[src/scene_text_tokenizer_top_macros.svh]
// Assertion macros shared by the tokenizer modules.
`ifndef SCENE_TEXT_TOKENIZER_TOP_MACROS_SVH
`define SCENE_TEXT_TOKENIZER_TOP_MACROS_SVH

// Checked outside reset.
`define STT_ASSERT(lbl, prop, msg) \
   lbl: assert property (@(posedge clock) disable iff (reset) prop) else $error(msg);

// Checked on every edge, reset included.
`define STT_ASSERT_ALWAYS(lbl, prop, msg) \
   lbl: assert property (@(posedge clock) prop) else $error(msg);

`endif

[src/stt_pkg.sv]
package stt_pkg;

   // default sizes
   localparam int STT_LENGTH_BITS   = 16;
   localparam int STT_POSITION_BITS = 32;
   localparam int STT_QUEUE_DEPTH   = 2;
   localparam int STT_MAX_RESULTS   = 4;

   // token kinds
   localparam logic [2:0] KIND_CHAR   = 3'd0;
   localparam logic [2:0] KIND_IDENT  = 3'd1;
   localparam logic [2:0] KIND_INT    = 3'd2;
   localparam logic [2:0] KIND_FLOAT  = 3'd3;
   localparam logic [2:0] KIND_STRING = 3'd4;
   localparam logic [2:0] KIND_EOF    = 3'd5;

   // error codes
   localparam logic [1:0] ERR_NONE       = 2'd0;
   localparam logic [1:0] ERR_EOF_COMMENT = 2'd1;
   localparam logic [1:0] ERR_EOF_STRING  = 2'd2;
   localparam logic [1:0] ERR_NL_STRING   = 2'd3;

   // characters
   localparam logic [6:0] CH_NL     = 7'h0A;
   localparam logic [6:0] CH_QUOTE  = 7'h22;
   localparam logic [6:0] CH_STAR   = 7'h2A;
   localparam logic [6:0] CH_PLUS   = 7'h2B;
   localparam logic [6:0] CH_MINUS  = 7'h2D;
   localparam logic [6:0] CH_DOT    = 7'h2E;
   localparam logic [6:0] CH_SLASH  = 7'h2F;
   localparam logic [6:0] CH_ZERO   = 7'h30;
   localparam logic [6:0] CH_NINE   = 7'h39;
   localparam logic [6:0] CH_UPPER_E = 7'h45;
   localparam logic [6:0] CH_BSLASH = 7'h5C;
   localparam logic [6:0] CH_UNDER  = 7'h5F;
   localparam logic [6:0] CH_LOWER_E = 7'h65;

   // one token as delivered
   typedef struct packed {
      logic [2:0]  kind;
      logic [6:0]  char_value;
      logic [31:0] int_value;
      logic [31:0] start;
      logic [15:0] length;
      logic [31:0] line;
      logic [1:0]  err;
   } result_type;

   // all tokens caused by one input word
   typedef struct packed {
      logic [2:0]                         cnt;
      result_type [STT_MAX_RESULTS-1:0]   res;
   } entry_type;

   function automatic logic is_digit(logic [6:0] c);
      return (c >= CH_ZERO) && (c <= CH_NINE);
   endfunction

   function automatic logic is_alpha(logic [6:0] c);
      return ((c >= 7'h61) && (c <= 7'h7A)) || ((c >= 7'h41) && (c <= 7'h5A));
   endfunction

   // first character of an identifier
   function automatic logic is_ident_first(logic [6:0] c);
      return is_alpha(c) || (c == CH_UNDER);
   endfunction

   // follow character of an identifier
   function automatic logic is_ident(logic [6:0] c);
      return is_alpha(c) || is_digit(c) || (c == CH_UNDER);
   endfunction

   function automatic logic is_blank(logic [6:0] c);
      return (c == 7'h09) || (c == 7'h0B) || (c == 7'h0C) || (c == 7'h0D) || (c == 7'h20);
   endfunction

   function automatic logic is_exp(logic [6:0] c);
      return (c == CH_LOWER_E) || (c == CH_UPPER_E);
   endfunction

   function automatic logic is_sign(logic [6:0] c);
      return (c == CH_PLUS) || (c == CH_MINUS);
   endfunction

endpackage

[src/stt_front.sv]
module stt_front #(
   parameter int LENGTH_BITS   = stt_pkg::STT_LENGTH_BITS,
   parameter int POSITION_BITS = stt_pkg::STT_POSITION_BITS
) (
   input  logic                clock,
   input  logic                reset,
   input  logic                valid_i,
   output logic                ready_o,
   input  logic [6:0]          char_i,
   input  logic                eof_i,
   output logic                push_o,
   output stt_pkg::entry_type  entry_o,
   input  logic                full_i
);
   import stt_pkg::*;

   localparam logic [POSITION_BITS-1:0] POS_MAX = '1;
   localparam logic [LENGTH_BITS-1:0]   LEN_MAX = '1;
   localparam logic [LENGTH_BITS-1:0]   LEN_ONE = LENGTH_BITS'(1);

   typedef enum logic [12:0] {
      M_IDLE     = 13'b0000000000001,
      M_IDENT    = 13'b0000000000010,
      M_INT      = 13'b0000000000100,
      M_SIGN     = 13'b0000000001000,
      M_SIGN_DOT = 13'b0000000010000,
      M_DOT      = 13'b0000000100000,
      M_FRAC     = 13'b0000001000000,
      M_EXP_E    = 13'b0000010000000,
      M_EXP_SIGN = 13'b0000100000000,
      M_EXP_DIG  = 13'b0001000000000,
      M_SLASH    = 13'b0010000000000,
      M_COMMENT  = 13'b0100000000000,
      M_STRING   = 13'b1000000000000
   } mode_type;

   typedef struct packed {
      mode_type                 mode;
      logic [31:0]              acc;
      logic                     neg;
      logic [POSITION_BITS-1:0] tstart;
      logic [LENGTH_BITS-1:0]   len;
      logic [31:0]              line;
      logic [6:0]               prev;
      logic [6:0]               la0;
      logic [6:0]               la1;
      logic [POSITION_BITS-1:0] held;
   } scan_type;

   // scanner state after reset
   localparam scan_type SCAN_RESET = '{mode: M_IDLE, acc: 32'd0, neg: 1'b0, tstart: '0,
                                       len: '0, line: 32'd1, prev: 7'd0, la0: 7'd0,
                                       la1: 7'd0, held: '0};

   // one pass of the scanner over a single character
   typedef struct packed {
      scan_type         st;
      result_type [1:0] res;
      logic [1:0]       n;
   } part_type;

   typedef struct packed {
      scan_type                         st;
      result_type [STT_MAX_RESULTS-1:0] res;
      logic [2:0]                       n;
   } step_type;

   function automatic logic [POSITION_BITS-1:0] pos_inc(logic [POSITION_BITS-1:0] p);
      return (p == POS_MAX) ? p : p + POSITION_BITS'(1);
   endfunction

   function automatic logic [LENGTH_BITS-1:0] len_add(logic [LENGTH_BITS-1:0] l,
                                                      logic [1:0] k);
      logic [LENGTH_BITS+1:0] sum;
      sum = {2'b00, l} + (LENGTH_BITS+2)'(k);
      return (sum > (LENGTH_BITS+2)'(LEN_MAX)) ? LEN_MAX : sum[LENGTH_BITS-1:0];
   endfunction

   function automatic logic [31:0] line_inc(logic [31:0] l);
      return (l == 32'hFFFF_FFFF) ? l : l + 32'd1;
   endfunction

   function automatic result_type make(logic [2:0] kind, logic [6:0] cv, logic [31:0] iv,
                                       logic [POSITION_BITS-1:0] start,
                                       logic [LENGTH_BITS-1:0] len,
                                       logic [31:0] line, logic [1:0] err);
      result_type r;
      r.kind       = kind;
      r.char_value = cv;
      r.int_value  = iv;
      r.start      = 32'(start);
      r.length     = 16'(len);
      r.line       = line;
      r.err        = err;
      return r;
   endfunction

   // scan one character in any mode without held lookahead
   function automatic part_type feed(scan_type s, logic [6:0] c, logic eof,
                                     logic [POSITION_BITS-1:0] pos);
      part_type p;
      logic     to_idle;
      logic [6:0] d;
      p.st    = s;
      p.res   = '0;
      p.n     = '0;
      to_idle = 1'b0;
      d       = c - CH_ZERO;
      case (s.mode)
         M_IDENT: begin
            if (!eof && is_ident(c)) begin
               p.st.len = len_add(s.len, 2'd1);
            end else begin
               p.res[0] = make(KIND_IDENT, '0, '0, s.tstart, s.len, s.line, ERR_NONE);
               p.n      = 2'd1;
               to_idle  = 1'b1;
            end
         end
         M_INT: begin
            if (!eof && is_digit(c)) begin
               p.st.acc = (s.acc << 3) + (s.acc << 1) + 32'(d);
               p.st.len = len_add(s.len, 2'd1);
            end else if (!eof && (c == CH_DOT)) begin
               p.st.len  = len_add(s.len, 2'd1);
               p.st.mode = M_FRAC;
            end else if (!eof && is_exp(c)) begin
               p.st.la0  = c;
               p.st.held = pos;
               p.st.mode = M_EXP_E;
            end else begin
               p.res[0] = make(KIND_INT, '0, s.neg ? (32'd0 - s.acc) : s.acc,
                               s.tstart, s.len, s.line, ERR_NONE);
               p.n      = 2'd1;
               to_idle  = 1'b1;
            end
         end
         M_SIGN: begin
            if (!eof && is_digit(c)) begin
               p.st.acc  = 32'(d);
               p.st.len  = len_add(s.len, 2'd1);
               p.st.mode = M_INT;
            end else if (!eof && (c == CH_DOT)) begin
               p.st.held = pos;
               p.st.mode = M_SIGN_DOT;
            end else begin
               p.res[0] = make(KIND_CHAR, s.prev, '0, s.tstart, LEN_ONE, s.line, ERR_NONE);
               p.n      = 2'd1;
               to_idle  = 1'b1;
            end
         end
         M_DOT: begin
            if (!eof && is_digit(c)) begin
               p.st.len  = len_add(s.len, 2'd1);
               p.st.mode = M_FRAC;
            end else begin
               p.res[0] = make(KIND_CHAR, CH_DOT, '0, s.tstart, LEN_ONE, s.line, ERR_NONE);
               p.n      = 2'd1;
               to_idle  = 1'b1;
            end
         end
         M_FRAC: begin
            if (!eof && is_digit(c)) begin
               p.st.len = len_add(s.len, 2'd1);
            end else if (!eof && is_exp(c)) begin
               p.st.la0  = c;
               p.st.held = pos;
               p.st.mode = M_EXP_E;
            end else begin
               p.res[0] = make(KIND_FLOAT, '0, '0, s.tstart, s.len, s.line, ERR_NONE);
               p.n      = 2'd1;
               to_idle  = 1'b1;
            end
         end
         M_EXP_DIG: begin
            if (!eof && is_digit(c)) begin
               p.st.len = len_add(s.len, 2'd1);
            end else begin
               p.res[0] = make(KIND_FLOAT, '0, '0, s.tstart, s.len, s.line, ERR_NONE);
               p.n      = 2'd1;
               to_idle  = 1'b1;
            end
         end
         M_SLASH: begin
            if (!eof && (c == CH_STAR)) begin
               p.st.prev = '0;
               p.st.mode = M_COMMENT;
            end else begin
               p.res[0] = make(KIND_CHAR, CH_SLASH, '0, s.tstart, LEN_ONE, s.line, ERR_NONE);
               p.n      = 2'd1;
               to_idle  = 1'b1;
            end
         end
         M_COMMENT: begin
            if (eof) begin
               p.res[0]  = make(KIND_EOF, '0, '0, pos, '0, s.line, ERR_EOF_COMMENT);
               p.n       = 2'd1;
               p.st.mode = M_IDLE;
            end else begin
               if (c == CH_NL) begin
                  p.st.line = line_inc(s.line);
               end else if ((c == CH_SLASH) && (s.prev == CH_STAR)) begin
                  p.st.mode = M_IDLE;
               end
               p.st.prev = c;
            end
         end
         M_STRING: begin
            if (eof) begin
               p.res[0] = make(KIND_CHAR, CH_NL, '0, s.tstart, s.len, s.line, ERR_EOF_STRING);
               p.n      = 2'd1;
               to_idle  = 1'b1;
            end else if ((c == CH_QUOTE) && (s.prev != CH_BSLASH)) begin
               p.res[0]  = make(KIND_STRING, '0, '0, s.tstart, s.len, s.line, ERR_NONE);
               p.n       = 2'd1;
               p.st.mode = M_IDLE;
               p.st.prev = c;
            end else if (c == CH_NL) begin
               p.res[0] = make(KIND_CHAR, CH_NL, '0, s.tstart, s.len, s.line, ERR_NL_STRING);
               p.n      = 2'd1;
               to_idle  = 1'b1;
            end else begin
               p.st.len  = len_add(s.len, 2'd1);
               p.st.prev = c;
            end
         end
         default: begin
            to_idle = 1'b1;
         end
      endcase

      // back to idle: end of file, newline, blank or start of a new token
      if (to_idle) begin
         p.st.mode = M_IDLE;
         if (eof) begin
            p.res[p.n[0]] = make(KIND_EOF, '0, '0, pos, '0, p.st.line, ERR_NONE);
            p.n           = p.n + 2'd1;
         end else if (c == CH_NL) begin
            p.st.line = line_inc(p.st.line);
         end else if (!is_blank(c)) begin
            p.st.tstart = pos;
            p.st.len    = LEN_ONE;
            if (is_ident_first(c)) begin
               p.st.mode = M_IDENT;
            end else if (is_digit(c)) begin
               p.st.acc  = 32'(d);
               p.st.neg  = 1'b0;
               p.st.mode = M_INT;
            end else if (is_sign(c)) begin
               p.st.neg  = (c == CH_MINUS);
               p.st.prev = c;
               p.st.mode = M_SIGN;
            end else if (c == CH_DOT) begin
               p.st.mode = M_DOT;
            end else if (c == CH_SLASH) begin
               p.st.mode = M_SLASH;
            end else if (c == CH_QUOTE) begin
               p.st.tstart = pos_inc(pos);
               p.st.len    = '0;
               p.st.prev   = c;
               p.st.mode   = M_STRING;
            end else begin
               p.res[p.n[0]] = make(KIND_CHAR, c, '0, pos, LEN_ONE, p.st.line, ERR_NONE);
               p.n           = p.n + 2'd1;
            end
         end
      end
      return p;
   endfunction

   // append one pass to the step
   function automatic step_type append_part(step_type s, part_type p);
      step_type r;
      r    = s;
      r.st = p.st;
      for (int k = 0; k < 2; k++) begin
         if ((2'(k) < p.n) && (r.n < 3'(STT_MAX_RESULTS))) begin
            r.res[r.n[1:0]] = p.res[k];
            r.n             = r.n + 3'd1;
         end
      end
      return r;
   endfunction

   // full step: re-scans held lookahead where a float or sign falls apart
   function automatic step_type scan(scan_type s, logic [6:0] c, logic eof,
                                     logic [POSITION_BITS-1:0] pos);
      step_type r;
      scan_type t;
      r.st  = s;
      r.res = '0;
      r.n   = '0;
      t     = s;
      t.mode = M_IDLE;
      case (s.mode)
         M_SIGN_DOT: begin
            if (!eof && is_digit(c)) begin
               r.st.len  = len_add(s.len, 2'd2);
               r.st.mode = M_FRAC;
            end else begin
               r.res[0] = make(KIND_CHAR, s.prev, '0, s.tstart, LEN_ONE, s.line, ERR_NONE);
               r.n      = 3'd1;
               r = append_part(r, feed(t, CH_DOT, 1'b0, s.held));
               r = append_part(r, feed(r.st, c, eof, pos));
            end
         end
         M_EXP_E: begin
            if (!eof && is_digit(c)) begin
               r.st.len  = len_add(s.len, 2'd2);
               r.st.mode = M_EXP_DIG;
            end else if (!eof && is_sign(c)) begin
               r.st.la1  = c;
               r.st.mode = M_EXP_SIGN;
            end else begin
               r.res[0] = make(KIND_FLOAT, '0, '0, s.tstart, s.len, s.line, ERR_NONE);
               r.n      = 3'd1;
               r = append_part(r, feed(t, s.la0, 1'b0, s.held));
               r = append_part(r, feed(r.st, c, eof, pos));
            end
         end
         M_EXP_SIGN: begin
            if (!eof && is_digit(c)) begin
               r.st.len  = len_add(s.len, 2'd3);
               r.st.mode = M_EXP_DIG;
            end else begin
               r.res[0] = make(KIND_FLOAT, '0, '0, s.tstart, s.len, s.line, ERR_NONE);
               r.n      = 3'd1;
               r = append_part(r, feed(t, s.la0, 1'b0, s.held));
               r = append_part(r, feed(r.st, s.la1, 1'b0, pos_inc(s.held)));
               r = append_part(r, feed(r.st, c, eof, pos));
            end
         end
         default: begin
            r = append_part(r, feed(s, c, eof, pos));
         end
      endcase
      return r;
   endfunction

   scan_type                 st_ff, st_in;
   logic [POSITION_BITS-1:0] pos_ff, pos_in;
   step_type                 step;
   logic                     accept;

   assign ready_o = !full_i;
   assign accept  = valid_i && !full_i;
   assign step    = scan(st_ff, char_i, eof_i, pos_ff);

   // queue write
   assign push_o      = accept && (step.n != 3'd0);
   assign entry_o.cnt = step.n;
   assign entry_o.res = step.res;

   // next scanner state
   always_comb begin
      st_in  = st_ff;
      pos_in = pos_ff;
      if (accept) begin
         st_in = step.st;
         if (!eof_i) begin
            pos_in = pos_inc(pos_ff);
         end
      end
   end

   always_ff @(posedge clock) begin
      if (reset) begin
         st_ff  <= SCAN_RESET;
         pos_ff <= '0;
      end else begin
         st_ff  <= st_in;
         pos_ff <= pos_in;
      end
   end

endmodule

[src/stt_fifo.sv]
`include "scene_text_tokenizer_top_macros.svh"

module stt_fifo (
   input  logic                clock,
   input  logic                reset,
   input  logic                push_i,
   input  stt_pkg::entry_type  entry_i,
   output logic                full_o,
   input  logic                pop_i,
   output logic                valid_o,
   output stt_pkg::entry_type  head_o
);
   import stt_pkg::*;

   localparam int DEPTH = STT_QUEUE_DEPTH;
   localparam int PW    = (DEPTH > 1) ? $clog2(DEPTH) : 1;
   localparam int CW    = $clog2(DEPTH + 1);
   localparam logic [PW-1:0] PTR_LAST = PW'(DEPTH - 1);
   localparam logic [CW-1:0] LEVEL_FULL = CW'(DEPTH);

   entry_type      mem_ff [DEPTH];
   logic [PW-1:0]  wr_ff, wr_in, rd_ff, rd_in;
   logic [CW-1:0]  level_ff, level_in;

   assign full_o  = (level_ff == LEVEL_FULL);
   assign valid_o = (level_ff != '0);
   assign head_o  = mem_ff[rd_ff];

   // pointers and fill level
   always_comb begin
      wr_in    = wr_ff;
      rd_in    = rd_ff;
      level_in = level_ff;
      if (push_i) begin
         wr_in = (wr_ff == PTR_LAST) ? '0 : wr_ff + PW'(1);
      end
      if (pop_i) begin
         rd_in = (rd_ff == PTR_LAST) ? '0 : rd_ff + PW'(1);
      end
      if (push_i && !pop_i) begin
         level_in = level_ff + CW'(1);
      end else if (!push_i && pop_i) begin
         level_in = level_ff - CW'(1);
      end
   end

   always_ff @(posedge clock) begin
      if (reset) begin
         wr_ff    <= '0;
         rd_ff    <= '0;
         level_ff <= '0;
      end else begin
         wr_ff    <= wr_in;
         rd_ff    <= rd_in;
         level_ff <= level_in;
      end
   end

   // storage
   always_ff @(posedge clock) begin
      if (push_i) begin
         mem_ff[wr_ff] <= entry_i;
      end
   end

   `STT_ASSERT(a_no_overflow, !(push_i && full_o), "push into full queue")
   `STT_ASSERT(a_no_underflow, !(pop_i && !valid_o), "pop from empty queue")
   `STT_ASSERT(a_level_bound, level_ff <= LEVEL_FULL, "queue level out of range")
   `STT_ASSERT_ALWAYS(a_reset_empty, $past(reset) |-> (level_ff == '0), "queue not empty after reset")

endmodule

[src/stt_back.sv]
`include "scene_text_tokenizer_top_macros.svh"

module stt_back (
   input  logic                 clock,
   input  logic                 reset,
   input  logic                 valid_i,
   input  stt_pkg::entry_type   head_i,
   output logic                 pop_o,
   output logic                 out_valid_o,
   input  logic                 out_ready_i,
   output stt_pkg::result_type  out_res_o,
   output logic                 out_last_o
);
   import stt_pkg::*;

   logic [1:0] idx_ff, idx_in;
   logic       take;

   assign out_valid_o = valid_i;
   assign out_res_o   = head_i.res[idx_ff];
   assign out_last_o  = ({1'b0, idx_ff} == (head_i.cnt - 3'd1));
   assign take        = valid_i && out_ready_i;
   assign pop_o       = take && out_last_o;

   // walk through the tokens of the head word
   always_comb begin
      idx_in = idx_ff;
      if (pop_o) begin
         idx_in = '0;
      end else if (take) begin
         idx_in = idx_ff + 2'd1;
      end
   end

   always_ff @(posedge clock) begin
      if (reset) begin
         idx_ff <= '0;
      end else begin
         idx_ff <= idx_in;
      end
   end

   `STT_ASSERT(a_head_nonempty, valid_i |-> (head_i.cnt != 3'd0), "empty word in queue")
   `STT_ASSERT(a_idx_in_range, valid_i |-> ({1'b0, idx_ff} < head_i.cnt), "token index past count")
   `STT_ASSERT(a_run_continues, (take && !out_last_o) |=> out_valid_o, "run broken off")

endmodule

[src/scene_text_tokenizer_top.sv]
// A character's tokens enter the token queue when the character is accepted and are shown
// from the queue head; further tokens of the same character follow one per cycle while rsp_tready is high.
// Input: one character per cycle while the two-word token queue has room;
// tokens leave one per cycle while rsp_tready is high, so output bursts of up to four slow the input.
// Reset: synchronous, clears scanner state (line counter to one) and empties the queue.
module scene_text_tokenizer_top #(
   parameter int LENGTH_BITS   = stt_pkg::STT_LENGTH_BITS,
   parameter int POSITION_BITS = stt_pkg::STT_POSITION_BITS
) (
   input  logic         clock,
   input  logic         reset,
   input  logic         req_tvalid,
   output logic         req_tready,
   input  logic [7:0]   req_tdata,   // char_code[6:0], zero pad[7]
   input  logic         req_tuser,   // end_of_input[0]
   output logic         rsp_tvalid,
   input  logic         rsp_tready,
   output logic [119:0] rsp_tdata,   // char_value[6:0], int_value[38:7],
                                     // start_position[70:39], token_length[86:71],
                                     // line_number[118:87], zero pad[119]
   output logic [4:0]   rsp_tuser,   // token_kind[2:0], error_code[4:3]
   output logic         rsp_tlast
);
   import stt_pkg::*;

   logic       push, full, pop, head_valid;
   entry_type  entry, head;
   result_type res;

   stt_front #(
      .LENGTH_BITS   (LENGTH_BITS),
      .POSITION_BITS (POSITION_BITS)
   ) u_front (
      .clock   (clock),
      .reset   (reset),
      .valid_i (req_tvalid),
      .ready_o (req_tready),
      .char_i  (req_tdata[6:0]),
      .eof_i   (req_tuser),
      .push_o  (push),
      .entry_o (entry),
      .full_i  (full)
   );

   stt_fifo u_fifo (
      .clock   (clock),
      .reset   (reset),
      .push_i  (push),
      .entry_i (entry),
      .full_o  (full),
      .pop_i   (pop),
      .valid_o (head_valid),
      .head_o  (head)
   );

   stt_back u_back (
      .clock       (clock),
      .reset       (reset),
      .valid_i     (head_valid),
      .head_i      (head),
      .pop_o       (pop),
      .out_valid_o (rsp_tvalid),
      .out_ready_i (rsp_tready),
      .out_res_o   (res),
      .out_last_o  (rsp_tlast)
   );

   // pack result word
   assign rsp_tdata = {1'b0, res.line, res.length, res.start, res.int_value, res.char_value};
   assign rsp_tuser = {res.err, res.kind};

endmodule

[config.mk]
export PLATFORM = sky130hd
export DESIGN_NAME = scene_text_tokenizer_top
export DESIGN_NICKNAME = d
export VERILOG_FILES = /design/src/stt_pkg.sv /design/src/stt_front.sv /design/src/stt_fifo.sv /design/src/stt_back.sv /design/src/scene_text_tokenizer_top.sv
export VERILOG_INCLUDE_DIRS = /design/src /design/src/src
export SDC_FILE = /design/constraint.sdc
export NUM_CORES = 2
export LEC_CHECK = 0
export BUFFER_PORTS_ARGS = -buffer_cell sky130_fd_sc_hd__buf_2
export CAP_MARGIN = 10
export CORE_ASPECT_RATIO = 1.25
export CORE_MARGIN = 2
export CORE_UTILIZATION = 30
export DETAILED_ROUTE_END_ITERATION = 16
export HOLD_SLACK_MARGIN = 0.06
export PLACE_DENSITY = 0.44
export SLEW_MARGIN = 10
export SYNTH_ARGS = -nofsm -noshare
export SYNTH_HDL_FRONTEND = slang
export SYNTH_HIERARCHICAL = 1
export SYNTH_SLANG_ARGS = --single-unit
[constraint.sdc]
create_clock -name clock -period 77.8 [get_ports clock]
set_clock_uncertainty 0.05 [all_clocks]
set_input_delay 3.89 -clock clock [delete_from_list [all_inputs] [get_ports clock]]
set_output_delay 3.89 -clock clock [all_outputs]
set_load 0.01 [all_outputs]
# --- After elaboration in Yosys (flattened, before gate mapping) ---
# Memories as Yosys holds them, arrays and structs flattened. A register that Yosys moved wholly into a read port is not among the register bits.
# Cells that the tools add are included.
totals:
  reg_bits: 217
  latchBits: 0
  ramBits: 998
  romBits: 0
  in_bits: 13
  output_inout_bits: 128
  wordCells: 1096
  memories: 1
mem_list:
  columns: ["memory", "depth", "word_bits", "rd", "rd_ports_with_merged_regs", "write_ports", "line", "text"]
  rows:
  - ["u_fifo.mem_ff", 2, 499, 1, 1, 1, "stt_fifo.sv:21", "entry_type mem_ff [DEPTH];"]
op_classes:
  add_sub_neg: 53
  mul: 0
  n_div: 0
  magnitude_cmp: 88
  n_eq_ne: 146
  n_shift: 0
  n_mux: 671
  bitwise: 10
  reduce_logical: 112
op_table:
  columns: ["op", "count"]
  rows:
  - ["$mux 499", 30]
  - ["$mux 250", 59]
  - ["$mux 126", 49]
  - ["$pmux 126 s9", 4]
  - ["$bwmux 496", 9]
  - ["$mux 124", 33]
  - ["$demux 124 s2", 12]
  - ["$mux 133", 18]
  - ["$bwmux 248", 9]
  - ["$mux 32", 66]
  - ["$pmux 678 s3", 1]
  - ["$mux 584", 3]
  - ["$mux 125", 12]
  - ["$and 248x496->496", 3]
  - ["$not 496->496", 3]
  - ["$mux 94", 12]
  - ["$pmux 126 s8", 1]
  - ["$mux 13", 75]
  - ["$mux 48", 18]
  - ["$mux 122", 7]
  - ["$mux 123", 6]
  - ["$demux 124 s1", 5]
  - ["$mux 16", 38]
  - ["$mux 120", 5]
  - ["other kinds (94)", 602]

# --- Longest topological paths before layout ---
logic_depth:
  word_depth: 72
  mapped_depth: 39
  depth_no_buf: 33

# --- By module ---
# Netlist, hierarchy kept.
modules_own_cells:
  columns: ["module", "n_inst", "cells_per_inst", "area_per_inst_um2", "seq_area_each_um2"]
  rows:
  - ["stt_front", 1, 8569, 52970.8, 4224.1]
  - ["stt_fifo", 1, 1575, 37023.0, 30068.8]
  - ["stt_back", 1, 173, 3148.0, 40.0]
  - ["scene_text_tokenizer_top", 1, 2, 11.3, 0.0]

# --- Least setup slack after synthesis ---
# OpenSTA, ideal clock, no wires.
synth_path:
  kind: "in2reg"
  startpoint: "input port req_tdata[4]"
  endpoint: "memory u_fifo/mem_ff[0][0] (netlist bit) (enable)"
  arrival_ps: 30753
  t_required_ps: 76317
  slack_ps: 45564
  stages: 25
  n_path_buf: 3
  path_cell_list: "clkbuf_1 -> inv_1 -> ha_1 -> nor2b_1 -> nand2_1 -> nor3_1 -> clkbuf_1 -> a21oi_1 -> o21ai_0 -> and2_1 -> nand3_1 -> a21oi_1 -> clkinv_1 -> clkbuf_1 -> ha_1 -> or4_1 -> o21ai_0 -> a211oi_1 -> mux2_2 -> ha_1 -> mux2i_1 -> o211ai_1 -> nor3_1 -> nor2_1 -> nor2b_1"
synth_rtl:
  columns: ["element", "line", "text"]
  rows:
  - ["start: declaration", "scene_text_tokenizer_top.sv:14", "input logic [7:0] req_tdata,"]
  - ["end: declaration", "stt_fifo.sv:21", null]

==> metrics.yaml <==
cts:
  hold_buffers: 0
  cts_tree: "done"
  cts_buffers: 152
  cts-resized-gates: 0
  clk_pin_slew_worst_paths_ns: 0.06
  cts_setup_buffers: 0
  clockBufferDepth: 4
  cts_max_level: 4
  cts-root-buf: "clkbuf_16"
  cts.sinks: 1216
  clock_latency_ns: 0.85
placement:
  hpwl_mm: 358
  post-place-ws_ns: 61.39
  place_congestion: 1.04
  port_buffers: 138
sta:
  setup_ws_ns: 61.93
  fin_crit_sh: 0.204
  period_needed_ns: 15.87
  worst_pin_slew_ns: 1.43
  slew_headroom: 0.0435
  drv_slew: 0
  finalSetupViolations: 0
  max_freq_ghz: 0.0630
  grt_setup_unrepaired: "false"
  final-hold-violation-count: 0
  tns_ns: 0
critical_path:
  end_kind: "flop"
  path_max_fanout: 65
  slowest_stage: "o211ai_1"
  worstPathRequired_ns: 78.17
  cp-start-kind: "primary input"
  cp-startpoint: "req_tdata[4]"
  critical_path_class: "in2reg"
  rr_endpoint: "u_fifo/mem_ff[0][139]"
  r2r_cells: 34
  r2r_slack_ns: 62.37
  critical_path_arrival_ns: 16.25
  slowest_delay_ns: 1.06
  cpMostUsedCell: "buf_4"
  r2r-start: "u_front/st_ff[43]"
flow_run:
  cap_violations: 0
floorplanning:
  pin_count: 141
  core_um2: 309000
  die_w_um: 502
  rows: 228
  initial_core_util: 0.302
  die_area_um2: 315000
  dieHeight_um: 627
power:
  vdd_ir_drop_max_v: 0.0000188
  p_total_mw: 2.24
  p_leak_nw: 32.4
  powerDensity_nw_per_um2: 22.3
global_route:
  track_usage: 0.314
  grt_overflow: 0
  antenna_found_initial: 43
  first_global_vias: 84900
  grt_max_degree: 148
  grt_pass1_wl_mm: 696
route:
  vias_per_cell: 6.39
  vias: 89200
  drc: 0
  firstDrtPassIters: 9
  ant_nets: 0
  finalWirelength_mm: 513
  routedWlPerCell_um: 36.8
  drtIter0Drc: 12100
cells_and_area:
  final_cell_mix: "nor2_1, edfxtp_1, nand2_1"
  drive_gt1_frac: 0.160
  mostFrequentLayoutCell: "nor2_1"
  postLayoutCoreUtil: 0.324
  num-nets-final: 9875
  syn_to_final_growth_pct: 7.46
hold_path:
  hold_class: "reg2reg"
  hp-start: "u_fifo/level_ff[1]"
  hold_end: "u_fifo/level_ff[1]"
  worstHoldPathCells: 2
synthesis:
  synth_area_um2: 93200
  synth_edf_count: 998
  synth_cell_types: 112
  seq_area_frac_synth: 0.369
  synth_warnings: 6
  avgSynthCellArea_um2: 9.03
  synth-seq-cells: 1216
  syn_inst: 10300
  synth-async-reset-ratio: 0
  ys.flop_type: "edfxtp_1"
run_status:
  outcome: "complete, no violations"
## cell type report
class	instances	area, um^2
clock inverters	85	843
repair buffers	520	3600
multi-input cells	7655	51600
diodes	36	90.1
inverters	137	517
flip-flops and latches	1216	34300
clock buffers	177	3920
fillers	32200	209000
well taps	4140	5180
## cells by family after synthesis
group,count (synthesis),share of synthesized area
adders and majority gates,180,0.0250
AOI/OAI and AO/OA,2987,0.208
xor gates and xnor gates,468,0.0441
and+or+nand+nor,3295,0.165
DFF,1216,0.369
other,2,0.0000806
muxes,685,0.105
buffers and inverters,1486,0.0846
## registers in the layout, summed over array words and instances (netlist names), named ones only
name             count
u_front/pos_ff      32
u_back/idx_ff        2
u_fifo/level_ff      2
u_fifo/wr_ff         1
u_fifo/mem_ff      998
u_fifo/rd_ff         1
u_front/st_ff      179
## cells in the mapped netlist, types with 44 or more instances
library cell	count	area, um^2
a31oi_1	72	450
a22oi_1	172	1290
xor2_1	187	1640
mux2_4	200	3000
and3_1	77	482
o31ai_1	50	375
clkbuf_1	694	2610
nand3_1	274	1370
nand4_1	95	594
a21oi_1	746	3730
nand2_1	938	3520
nor3_1	333	1670
or3_1	94	588
o221ai_1	132	1160
inv_1	131	492
and2_1	90	563
dfxtp_1	218	4360
nor2b_1	44	275
mux2_2	308	3470
a221oi_1	116	1020
o211ai_1	89	668
o21ai_0	739	3700
o22ai_1	201	1260
a211oi_1	177	1330
nor2_1	1049	3940
xnor2_1	280	2450
edfxtp_1	998	30000
a22o_1	53	464
buf_4	542	4070
ha_1	170	2130
mux4_2	124	2790
nor4_1	71	444
mux2i_1	53	531
## worst max-delay path by stage
stage	end	slack (ns)
global route	u_fifo/mem_ff[0][15]	61.53
CTS	u_fifo/mem_ff[0][126]	62.17
floorplan	u_fifo/mem_ff[0][0]	45.56
detailed placement	u_fifo/mem_ff[0][126]	61.39
finish	u_fifo/mem_ff[0][139]	61.93
global placement	u_fifo/mem_ff[0][126]	61.33
## per-layer routing
layer,vias to the layer above,share of wire,wire length [um],track usage
met3,1885,0.095,48900,0.0816
li1,37000,-,-,-
met4,14,0.091,46500,0.240
met2,5981,0.45,231000,0.496
met5,-,0.00023,119,0
met1,44300,0.36,187000,0.363
## report_power, final
group	internal (mW)	total [mW]	switching, mW
clock network	0.407	0.710	0.303
registers	0.810	0.859	0.0487
logic	0.244	0.667	0.423
## worst max-delay path: cells and delay by family
kind	cells	cell delay [ns]
AOI/OAI and AO/OA	5	1.76
and+or+nand+nor	10	3.44
muxes	2	0.39
buffers and inverters	11	5.43
adders and majority gates	3	0.99
## per-stage QoR
step	hold slack (ns)	area, um^2	instances
floorplan	0.406	93300	10400
global route	0.481	100000	13900
global placement	0.428	95200	13700
CTS	0.452	100000	13900
finish	0.451	100000	14000
detailed placement	0.443	95200	13700
(Power assumes the default switching activity.)
